`config.mk`:
```
export PLATFORM = sky130hd
export DESIGN_NAME = smooth_scroll_viewport_core
export DESIGN_NICKNAME = d
export VERILOG_FILES = /design/src/rtl/core/ssv_pkg.sv /design/src/rtl/core/ssv_update.sv /design/src/rtl/core/ssv_window.sv /design/src/rtl/core/smooth_scroll_viewport_core.sv
export SDC_FILE = /design/constraint.sdc
export NUM_CORES = 1
export LEC_CHECK = 0
export ABC_AREA = 1
export BUFFER_PORTS_ARGS = -buffer_cell sky130_fd_sc_hd__buf_4
export CAP_MARGIN = 0
export CORE_ASPECT_RATIO = 0.9
export CORE_UTILIZATION = 32
export DETAILED_ROUTE_END_ITERATION = 6
export GPL_TIMING_DRIVEN = 0
export MAX_ROUTING_LAYER = met4
export PLACE_DENSITY = 0.57
export SETUP_SLACK_MARGIN = 0.1
export SYNTH_ARGS = -nofsm -noshare
export SYNTH_HDL_FRONTEND = slang
export SYNTH_SLANG_ARGS = --single-unit
```
`constraint.sdc`:
```
create_clock -name clock -period 12.85 [get_ports clock]
set_input_delay 2.57 -clock clock [delete_from_list [all_inputs] [get_ports clock]]
set_output_delay 2.57 -clock clock [all_outputs]
set_load 0.02 [all_outputs]
```
`src/rtl/core/ssv_pkg.sv`:
```
package ssv_pkg;

   // event kinds carried on the request tuser
   localparam logic [2:0] KIND_SET_COUNT = 3'd0;
   localparam logic [2:0] KIND_FOLLOW    = 3'd1;
   localparam logic [2:0] KIND_UP        = 3'd2;
   localparam logic [2:0] KIND_DOWN      = 3'd3;
   localparam logic [2:0] KIND_TICK      = 3'd4;
   localparam logic [2:0] KIND_HOME      = 3'd5;
   localparam logic [2:0] KIND_END       = 3'd6;
   localparam logic [2:0] KIND_JUMP      = 3'd7;

   localparam int unsigned KIND_WIDTH    = 3;
   localparam int unsigned FIELD_WIDTH   = 16;
   localparam int unsigned HEIGHT_WIDTH  = 8;
   localparam int unsigned REQ_DATA_WIDTH = 16;
   localparam int unsigned RSP_DATA_WIDTH = 56;
   localparam logic [HEIGHT_WIDTH-1:0] HEIGHT_RESET = 8'd24;

   // tick step: distance shifted right, clamped to 1..STEP_MAX
   localparam int unsigned STEP_SHIFT = 2;
   localparam int unsigned STEP_MAX   = 16;

   typedef struct packed {
      logic changed;
      logic following;
      logic pending;
   } ssv_flags_type;

endpackage

```
`src/rtl/core/ssv_update.sv`:
```
module ssv_update #(
   parameter int unsigned LINE_BITS = 16
) (
   input  logic [2:0]              kind,
   input  logic [LINE_BITS-1:0]    value,
   input  logic [LINE_BITS-1:0]    total,
   input  logic [LINE_BITS-1:0]    shown,
   input  logic [LINE_BITS-1:0]    goal,
   input  logic                    tail,
   output logic [LINE_BITS-1:0]    total_next,
   output logic [LINE_BITS-1:0]    shown_next,
   output logic [LINE_BITS-1:0]    goal_next,
   output ssv_pkg::ssv_flags_type  flags
);
   import ssv_pkg::*;

   logic                 tot_nz;
   logic [LINE_BITS-1:0] last;
   logic [LINE_BITS-1:0] val_last;
   logic [LINE_BITS-1:0] room;
   logic [LINE_BITS-1:0] gap;
   logic [LINE_BITS-1:0] gap_sh;
   logic [LINE_BITS-1:0] step;
   logic                 tail_next;
   logic                 changed;

   assign tot_nz   = (total != '0);
   assign last     = total - LINE_BITS'(1);
   assign val_last = value - LINE_BITS'(1);
   assign room     = (goal <= last) ? (last - goal) : '0;
   assign gap      = (shown < goal) ? (goal - shown) : (shown - goal);
   assign gap_sh   = gap >> STEP_SHIFT;

   always_comb begin
      if (gap_sh == '0) begin
         step = LINE_BITS'(1);
      end else if (gap_sh > LINE_BITS'(STEP_MAX)) begin
         step = LINE_BITS'(STEP_MAX);
      end else begin
         step = gap_sh;
      end
   end

   always_comb begin
      total_next = total;
      shown_next = shown;
      goal_next  = goal;
      tail_next  = tail;
      changed    = 1'b0;
      unique case (kind)
         KIND_SET_COUNT: begin
            total_next = value;
            if (value == '0) begin
               shown_next = '0;
               goal_next  = '0;
               tail_next  = 1'b1;
            end else if (tail) begin
               shown_next = val_last;
               goal_next  = val_last;
            end else begin
               if (shown > val_last) shown_next = val_last;
               if (goal > val_last) goal_next = val_last;
            end
            changed = (shown_next != shown);
         end
         KIND_FOLLOW: begin
            tail_next = 1'b1;
            if (tot_nz) begin
               shown_next = last;
               goal_next  = last;
            end
         end
         KIND_UP: begin
            if (tot_nz) begin
               tail_next = 1'b0;
               goal_next = (goal > value) ? (goal - value) : '0;
               changed   = (shown != goal_next);
            end
         end
         KIND_DOWN: begin
            if (tot_nz) begin
               goal_next = goal + ((value < room) ? value : room);
               tail_next = (shown == goal_next) && (goal_next == last);
               changed   = (shown != goal_next);
            end
         end
         KIND_TICK: begin
            if (shown < goal) begin
               shown_next = shown + step;
            end else if (shown > goal) begin
               shown_next = shown - step;
            end
            if ((shown_next == goal) && tot_nz && (shown_next == last)) tail_next = 1'b1;
            changed = (shown_next != shown);
         end
         KIND_HOME: begin
            changed    = (shown != '0);
            tail_next  = 1'b0;
            shown_next = '0;
            goal_next  = '0;
         end
         KIND_END: begin
            changed   = tot_nz && (shown != last);
            tail_next = 1'b1;
            if (tot_nz) begin
               shown_next = last;
               goal_next  = last;
            end
         end
         KIND_JUMP: begin
            if (tot_nz) begin
               shown_next = (value < last) ? value : last;
               goal_next  = shown_next;
               tail_next  = 1'b0;
               changed    = (shown != shown_next);
            end
         end
         default: begin
            changed = 1'b0;
         end
      endcase
   end

   assign flags.changed   = changed;
   assign flags.following = tail_next;
   assign flags.pending   = (shown_next != goal_next);

endmodule

```
`src/rtl/core/ssv_window.sv`:
```
module ssv_window #(
   parameter int unsigned LINE_BITS = 16
) (
   input  logic [LINE_BITS-1:0]                total,
   input  logic [LINE_BITS-1:0]                shown,
   input  logic [ssv_pkg::HEIGHT_WIDTH-1:0]    height,
   output logic [LINE_BITS-1:0]                win_begin,
   output logic [LINE_BITS-1:0]                win_end
);
   import ssv_pkg::*;

   logic [LINE_BITS-1:0] h;
   logic [LINE_BITS-1:0] half;
   logic [LINE_BITS-1:0] lim;
   logic [LINE_BITS-1:0] start;
   logic [LINE_BITS-1:0] start_lim;

   assign h         = LINE_BITS'(height);
   assign half      = h >> 1;
   assign lim       = total - h;
   assign start     = (shown > half) ? (shown - half) : '0;
   assign start_lim = (start > lim) ? lim : start;

   always_comb begin
      win_begin = '0;
      win_end   = '0;
      if ((total != '0) && (h != '0)) begin
         // small buffer shows everything
         if (total <= h) begin
            win_end = total;
         end else begin
            win_begin = start_lim;
            win_end   = start_lim + h;
         end
      end
   end

endmodule

```
`src/rtl/core/smooth_scroll_viewport_core.sv`:
```
// pipeline: a result passes the stage 1 registers and then the output register before it is valid
// throughput: one item per cycle while rsp is not stalled; the state update (clamp, scroll, step)
// is done ahead of the state registers, the window math sits in the following stage
// backpressure on rsp stalls req through a combinational ready chain
// reset: empty buffer, lines at 0, tail following on, window height 24, no result held
module smooth_scroll_viewport_core #(
   parameter int unsigned LINE_BITS = 16
) (
   input  logic                                clock,
   input  logic                                reset,
   input  logic                                csr_wr_en,
   input  logic [ssv_pkg::HEIGHT_WIDTH-1:0]    csr_wr_data,
   input  logic                                req_tvalid,
   output logic                                req_tready,
   input  logic [ssv_pkg::REQ_DATA_WIDTH-1:0]  req_tdata,  // value_in[15:0]
   input  logic [ssv_pkg::KIND_WIDTH-1:0]      req_tuser,  // kind[2:0]
   output logic                                rsp_tvalid,
   input  logic                                rsp_tready,
   // changed[0], shown line[16:1], follow flag[17], pending flag[18],
   // window_begin[34:19], window_end[50:35], zero[55:51]
   output logic [ssv_pkg::RSP_DATA_WIDTH-1:0]  rsp_tdata
);
   import ssv_pkg::*;

   logic [HEIGHT_WIDTH-1:0] height_ff;
   logic [LINE_BITS-1:0]    total_ff;
   logic [LINE_BITS-1:0]    shown_ff;
   logic [LINE_BITS-1:0]    goal_ff;
   logic                    tail_ff;

   logic [LINE_BITS-1:0]    total_in;
   logic [LINE_BITS-1:0]    shown_in;
   logic [LINE_BITS-1:0]    goal_in;
   ssv_flags_type           flags_in;

   logic                    s1_valid_ff;
   logic [LINE_BITS-1:0]    s1_total_ff;
   logic [LINE_BITS-1:0]    s1_shown_ff;
   ssv_flags_type           s1_flags_ff;

   logic                    out_valid_ff;
   logic [RSP_DATA_WIDTH-1:0] out_data_ff;
   logic [RSP_DATA_WIDTH-1:0] out_data_in;

   logic [LINE_BITS-1:0]    win_begin;
   logic [LINE_BITS-1:0]    win_end;
   logic                    s2_ready;
   logic                    accept;

   assign s2_ready   = !out_valid_ff || rsp_tready;
   assign req_tready = !s1_valid_ff || s2_ready;
   assign accept     = req_tvalid && req_tready;

   ssv_update #(.LINE_BITS(LINE_BITS)) u_update (
      .kind       (req_tuser),
      .value      (LINE_BITS'(req_tdata)),
      .total      (total_ff),
      .shown      (shown_ff),
      .goal       (goal_ff),
      .tail       (tail_ff),
      .total_next (total_in),
      .shown_next (shown_in),
      .goal_next  (goal_in),
      .flags      (flags_in)
   );

   ssv_window #(.LINE_BITS(LINE_BITS)) u_window (
      .total     (s1_total_ff),
      .shown     (s1_shown_ff),
      .height    (height_ff),
      .win_begin (win_begin),
      .win_end   (win_end)
   );

   assign out_data_in = {5'd0,
                         FIELD_WIDTH'(win_end),
                         FIELD_WIDTH'(win_begin),
                         s1_flags_ff.pending,
                         s1_flags_ff.following,
                         FIELD_WIDTH'(s1_shown_ff),
                         s1_flags_ff.changed};

   always_ff @(posedge clock) begin
      if (reset) begin
         height_ff    <= HEIGHT_RESET;
         total_ff     <= '0;
         shown_ff     <= '0;
         goal_ff      <= '0;
         tail_ff      <= 1'b1;
         s1_valid_ff  <= 1'b0;
         out_valid_ff <= 1'b0;
      end else begin
         if (csr_wr_en) height_ff <= csr_wr_data;
         if (accept) begin
            total_ff <= total_in;
            shown_ff <= shown_in;
            goal_ff  <= goal_in;
            tail_ff  <= flags_in.following;
         end
         if (req_tready) s1_valid_ff <= req_tvalid;
         if (s2_ready) out_valid_ff <= s1_valid_ff;
      end
   end

   // payload stages, no reset needed
   always_ff @(posedge clock) begin
      if (accept) begin
         s1_total_ff <= total_in;
         s1_shown_ff <= shown_in;
         s1_flags_ff <= flags_in;
      end
      if (s2_ready && s1_valid_ff) out_data_ff <= out_data_in;
   end

   assign rsp_tvalid = out_valid_ff;
   assign rsp_tdata  = out_data_ff;

endmodule

```
Yosys cells after proc, flatten, opt, wreduce, memory -nomap -nowiden
Cells that the tools add are included.
{"block": "op_classes", "eq_ne": 18, "n_mux": 38, "bitwise": 1, "add_sub_neg": 12, "n_lt_le_gt_ge": 12, "n_reduce_logical": 21}
{"op": "$mux W16", "n": 25}
{"op": "$ne A16 B16 Y1", "n": 7}
{"op": "$pmux W16 S6", "n": 1}
{"op": "$gt A16 B16 Y1", "n": 5}
{"op": "$pmux W16 S5", "n": 1}
{"op": "$sub A16 B16 Y16", "n": 5}
{"op": "$eq A16 B16 Y1", "n": 4}
{"op": "$reduce_bool A16 Y1", "n": 4}
{"op": "$lt A16 B16 Y1", "n": 3}
{"op": "$add A16 B16 Y16", "n": 2}
{"op": "$logic_not A16 Y1", "n": 2}
{"op": "$sub A16 B1 Y16 const B", "n": 2}
{"op": "$mux W14", "n": 2}
{"op": "$add A16 B8 Y16", "n": 1}
{"op": "$gt A16 B7 Y1", "n": 1}
{"op": "$le A16 B16 Y1", "n": 1}
{"op": "$le A16 B8 Y1", "n": 1}
{"op": "$sub A16 B7 Y16", "n": 1}
{"op": "$sub A16 B8 Y16", "n": 1}
{"op": "$gt A14 B5 Y1 const B", "n": 1}
{"op": "$eq A3 B3 Y1 const B", "n": 4}
{"op": "$logic_and A1 B1 Y1", "n": 7}
{"op": "$mux W1", "n": 7}
{"op": "$pmux W1 S7", "n": 1}
{"op": "8 further kinds", "n": 13}
{"block": "word_totals", "output_inout_bits": 58, "in_bits": 32, "wordCells": 117, "reg_bits": 145}

Logic depth before layout (Yosys ltp)
Gate-level depths: netlist of the first run.
{"block": "depth", "word_depth": 14, "mapped_depth": 56, "depth_no_buf": 55}

By module
Synthesis of the first run repeated with hierarchy kept, for this count alone.
{"block": "unflattened", "hier_cells": 3526, "area_unflattened_um2": 21440.6}
{"module": "ssv_update", "area_each_um2": 13387.8, "n_inst": 1, "cells_per_inst": 2548}
{"module": "smooth_scroll_viewport_core", "area_each_um2": 5206.2, "n_inst": 1, "cells_per_inst": 458}
{"module": "ssv_window", "area_each_um2": 2846.5, "n_inst": 1, "cells_per_inst": 520}

Least setup slack after synthesis of the first run
Ideal clock, no wire load.
{"block": "synth_timing", "path_kind": "reg-to-reg", "start": "reg total_ff[0]", "end": "reg s1_flags_ff (netlist bit out_data_in[18]) (data pin)", "slack_ns": 5.747, "setup_ns": 0.260, "path_stages_with_launch": 47, "required_ns": 12.590, "arrival_ns": 6.843, "cell_sequence": "dfxtp_1 > inv_2 > ha_1 > nand3_2 > nor2_4 > nand4_4 > nor3_4 > xor2_2 > inv_2 > ha_1 > nand2_1 > nor2_1 > and3_1 > nand2_1 > nand2_1 > clkbuf_1 > nand3_1 > ha_1 > (+11 left out) > nand3b_1 > nand2_1 > nand2_1 > nand2_1 > xor2_1 > o221ai_1 > a21oi_1 > nand2_1 > o21ai_0 > nand3_1 > nand2_1 > nand2_1 > nand2_1 > nand3_1 > nor2_1 > nand2_1 > nor2_1 > nand3_1"}
{"item": "from (decl)", "line_no": "smooth_scroll_viewport_core.sv:26", "text": "logic [LINE_BITS-1:0] total_ff;"}
{"item": "from (signal assigned)", "line_no": "smooth_scroll_viewport_core.sv:95", "text": "total_ff <= total_in;"}
{"item": "to (signal assigned)", "line_no": "smooth_scroll_viewport_core.sv:110", "text": "s1_flags_ff <= flags_in;"}
{"item": "to (decl)", "line_no": "smooth_scroll_viewport_core.sv:39", "text": "ssv_flags_type s1_flags_ff;"}

==> qor.yml, run 1 <==
cts_inserted_buffers: 17
ir_drop_uv: 68.84
first_pass_iters: 6
clk_latency_ps: 470
cp-start-kind: "flip-flop"
outcome: "finished clean"
place_inst: 3913
grt_max_degree: 45
fin_nets: 3399
wirelength_mm: 82.26
cts_max_level: 4
slew_violations: 0
max_freq_mhz: 90.49
viasPerCell: 5.394
swShare: 0.5273
synth-edff-count: 86
p_int_mw: 1.482
setup_viol: 0
hpwl_mm: 68.94
critPathRequiredTime_ps: 13040
grtUsageTotal: 0.2653
r2r_slack_ps: 1800
drc: 0
async_reset_ff_frac: 0
yosysWarnings: 0
core_area_um2: 60090
syn_to_final_growth_pct: 11.92
clk_pin_slew_worst_paths_ps: 80
rsz0062_at_grt: "false"
seqPwrFrac: 0.201
cts_root_buffer: "clkbuf_16"
power_frac_comb: 0.626
final.period_utilization: 0.8600
critPathTopFamily: "simple AND/OR/NAND/NOR gates"
syn_avg_cell_area_um2: 6.471
p_per_area_nw_per_um2: 143.1
netlist_area_um2: 19570
yosysMostFrequentCell: "nand2_1"
row_count: 85
crit_type: "flip-flop to flip-flop"
die_y_um: 236.6
max-cap-violations: 0
die_w_um: 262.7
postCtsSetupBuffers: 0
cp.arrival_ps: 11240
fin_tns_setup_ps: 0
antenna_found_initial: 2
hold_violations: 0
synth_top_cell_area_share: 0.1373
worstMarginPinSlew_ps: 1059
power.switching_mw: 1.653
grt_pass1_wl_mm: 120.9
p_leak_nw: 10.42
hp-class: "flip-flop to flip-flop"
place.gp.congestion: 1.018
synth_common_cells: "716 x nand2_1, 315 x inv_1, 275 x nor2_1, 257 x a21oi_1, 225 x nand3_1"
yosysTopAreaCell: "nand2_1"
slew_headroom: 0.2938
synth_cell_types: 72
layout.cells.non_filler: 3947
ant_nets: 0
start_util: 0.3257
crit_top_cell: "nand2_1"
port_buffers: 84
synth_seq_area_share: 0.1923
netlist_instances: 3024
fin_crit_ps: 11050
clkSinkCount: 145
io_pins: 90
overflow: 0
grt_pass1_vias: 19010
yosys-top-cells-area: "nand2_1 14%, ha_1 13%, edfxtp_1 13%"
max_stage_delay_ps: 800
synth-seq-cells: 145
synthFlopType: "edfxtp_1"
drive_gt1_frac: 0.08191
cts_buffer_depth: 2
post_drt_wl_per_cell_um: 20.84
pwr-share-clk: 0.173
holdBufCountCts: 0
post_cts_resized: 0
cts_tree: "yes"
crit_path_top_delay_cell: "a2111oi_0"
vias: 21290
die_area_um2: 62150
endpoint_kind: "flip-flop"
dr.first_iter.drc_count: 2597
cp_num_buf_inv: 7
cp_max_fo: 10
skew_ps: 26.82
==> sequential cells by signal, summed over array words and instances (netlist names) <==
| name | count |
|---|---|
| rsp_tvalid | 1 |
| out_data_in | 3 |
| s1_total_ff | 16 |
| rsp_tdata | 51 |
| s1_valid_ff | 1 |
| goal_ff | 16 |
| tail_ff | 1 |
| s1_shown_ff | 16 |
| total_ff | 16 |
| height_ff | 8 |
| shown_ff | 16 |
==> cell families after synthesis <==
logic type                 count (synthesis)  synth area share
and+or+nand+nor                         1408            0.3152
xor gates and xnor gates                 156           0.07136
other                                      2         0.0003838
muxes                                      1         0.0005115
AOI/OAI and AO/OA                        640            0.1862
buffers and inverters                    454           0.09156
adders and majority gates                218            0.1425
DFF                                      145            0.1923
==> power groups by stage <==
| stage | Clock, mW | Sequential (mW) | Combinational (mW) |
|---|---|---|---|
| 6_report | 0.542 | 0.630 | 1.96 |
| 5_1_grt | 0.569 | 0.634 | 2.17 |
| 4_1_cts | 0.549 | 0.629 | 1.92 |
| 3_5_place_dp | 0 | 0.640 | 1.91 |
| 3_3_place_gp | 0 | 0.641 | 1.91 |
| 2_1_floorplan | 0 | 0.641 | 1.36 |
==> worst paths after layout <==
kind / from / end / cells past startpoint
setup / recovery: total_ff[0] / out_data_in[0] / 46
setup reg to reg: total_ff[0] / out_data_in[0] / 46
hold / removal: out_data_in[0] / rsp_tdata[0] / 0
hold reg to reg: out_data_in[0] / rsp_tdata[0] / 0
==> cell type report <==
type | instances | area (µm²)
diodes | 2 | 5.005
flip-flops and latches | 145 | 3764
clock buffers | 18 | 439.2
clock inverters | 14 | 168.9
repair buffers | 85 | 650.6
multi-input cells | 2446 | 14100
plain buffers | 100 | 457.9
fillers | 6537 | 38190
inverters | 354 | 1334
well taps | 783 | 979.7
==> per-layer routing <==
layer	global-route usage	up-vias	wire, µm	share of wire
met2	0.3860	977	34370	0.42
met5	-	-	0	0
met4	0.07914	0	2400	0.029
met1	0.3777	9695	38590	0.47
met3	0.03557	138	6895	0.084
li1	-	10480	-	-
==> stage by stage <==
| step | hold WS, ps | power (mW) | worst slack (ps) | cell area (µm²) | util |
|---|---|---|---|---|---|
| final | 461.6 | 3.135 | 1799 | 21900 | 0.3645 |
| after global routing | 475.0 | 3.375 | 1393 | 21900 | 0.3645 |
| after CTS | 458.3 | 3.099 | 2260 | 21900 | 0.3644 |
| after detailed placement | 434.5 | 2.550 | 2301 | 21290 | 0.3543 |
| after global placement | 425.8 | 2.548 | 2308 | 21260 | 0.3538 |
| after floorplan | 400.3 | 2.001 | 5747 | 19650 | - |
==> cells in the final DEF, fill, tap and decap left out, drive strengths merged, types with 2 or more instances in the layout <==
cell type  count
a211oi        26
a21boi         4
a21o           7
a21oi        261
a221oi         2
a22oi         11
a31oi          9
and2           2
and3           4
buf          118
clkbuf        85
clkinv        20
conb          23
dfxtp         59
diode          2
edfxtp        86
fa             8
ha           210
inv          347
nand2        726
nand3        232
nand3b         9
nand4         72
nor2         287
nor3          40
nor3b          3
nor4          10
o2111ai        3
o211ai        25
o21a           7
o21ai        241
o21bai         8
o221ai         9
o22ai         14
o31ai          6
or2           22
xnor2         25
xor2         131
(Power assumes the default switching activity.)
==> inputs of run 2 (changes only) <==
--- a/config.mk
+++ b/config.mk
@@ -9,6 +9,7 @@
 export BUFFER_PORTS_ARGS = -buffer_cell sky130_fd_sc_hd__buf_4
 export CAP_MARGIN = 0
 export CORE_ASPECT_RATIO = 0.9
+export CORE_MARGIN = 10
 export CORE_UTILIZATION = 32
 export DETAILED_ROUTE_END_ITERATION = 6
 export GPL_TIMING_DRIVEN = 0
==> qor.yml, run 2 (synthesized netlist as in run 1, its figures left out) <==
die_area_um2: 71460
worstMarginPinSlew_ps: 1084
post_drt_wl_per_cell_um: 21.55
hpwl_mm: 71.37
hold_violations: 0
fin_nets: 3400
setup_viol: 0
seqPwrFrac: 0.199
largest_reg_flops: 51
slew_violations: 0
finish.utilization: 0.3645
cts_root_buffer: "clkbuf_16"
cts_inserted_buffers: 17
cp_max_fo: 10
max_freq_mhz: 91.07
cts_tree: "yes"
clk_latency_ps: 470
core_area_um2: 60200
cp_num_buf_inv: 7
critPathRequiredTime_ps: 13020
fin_tns_setup_ps: 0
clk_pin_slew_worst_paths_ps: 80
overflow: 0
total_power_mw: 3.171
crit_top_cell: "nand2_1"
die_y_um: 254.6
cts_max_level: 4
hp-class: "flip-flop to flip-flop"
ant_nets: 0
place_inst: 3914
wirelength_mm: 85.04
endpoint_kind: "flip-flop"
critPathTopFamily: "simple AND/OR/NAND/NOR gates"
grt_pass1_vias: 19060
clkSinkCount: 145
slew_headroom: 0.2745
grtUsageTotal: 0.2358
antenna_found_initial: 1
pwr-share-clk: 0.177
grt_max_degree: 45
start_util: 0.3251
final.period_utilization: 0.8545
cts_buffer_depth: 2
max-cap-violations: 0
dr.first_iter.drc_count: 2343
max_stage_delay_ps: 820
drive_gt1_frac: 0.08220
power_frac_comb: 0.624
io_pins: 90
place.gp.congestion: 0.9958
layout.cells.non_filler: 3947
rsz0062_at_grt: "false"
outcome: "finished clean"
post-place-ws_ps: 2250
ir_drop_uv: 82.76
crit_type: "flip-flop to flip-flop"
final_cell_mix: "716 x nand2_1, 315 x inv_1, 275 x nor2_1, 256 x a21oi_1, 225 x nand3_1"
post_cts_resized: 0
power.switching_mw: 1.672
grt_pass1_wl_mm: 123.9
first_pass_iters: 5
swShare: 0.5272
die_w_um: 280.7
place_area_um2: 21320
row_count: 85
syn_to_final_growth_pct: 12.13
cp.arrival_ps: 11150
drc: 0
crit_path_top_delay_cell: "a2111oi_0"
cp-start-kind: "flip-flop"
skew_ps: 23.13
p_per_area_nw_per_um2: 144.5
fin_crit_ps: 10980
p_leak_nw: 10.44
port_buffers: 84
vias: 21340
p_int_mw: 1.499
postCtsSetupBuffers: 0
whs_ps: 420.9
fin_ws_ps: 1869
fin_area_um2: 21940
mostFrequentLayoutCell: "nand2_1"
holdBufCountCts: 0
viasPerCell: 5.406
run 2: layer usage:
| metal | share of wire | GRT usage | up-vias |
|---|---|---|---|
| met5 | 0 | - | - |
| met1 | 0.47 | 0.3271 | 9886 |
| met2 | 0.42 | 0.3497 | 890 |
| met4 | 0.020 | 0.05081 | 0 |
| met3 | 0.087 | 0.04468 | 99 |
| li1 | - | - | 10460 |
run 2: cell type report:
cell class | count | area, µm²
multi-input combinational | 2446 | 14100
inverter | 354 | 1334
fill | 6642 | 38250
sequential | 145 | 3764
clock inverter | 15 | 197.7
clock buffer | 17 | 425.4
antenna | 1 | 2.502
tap | 783 | 979.7
buffer | 100 | 457.9
timing repair buffer | 86 | 678.2
run 2: worst paths after layout:
check / start / end / slack [ps] / cells after the start
hold reg to reg: out_data_in[18] / rsp_tdata[18] / 420 / 0
setup / recovery: total_ff[0] / out_data_in[0] / 1870 / 46
setup reg to reg: total_ff[0] / out_data_in[0] / 1870 / 46
hold / removal: out_data_in[18] / rsp_tdata[18] / 420 / 0
run 2: power by group through the flow:
| stage | Clock (mW) | Combinational [mW] | Sequential (mW) |
|---|---|---|---|
| after floorplan | 0 | 1.36 | 0.641 |
| after global placement | 0 | 1.92 | 0.641 |
| after detailed placement | 0 | 1.93 | 0.640 |
| after CTS | 0.568 | 1.94 | 0.630 |
| after global routing | 0.584 | 2.21 | 0.634 |
| final | 0.562 | 1.98 | 0.630 |
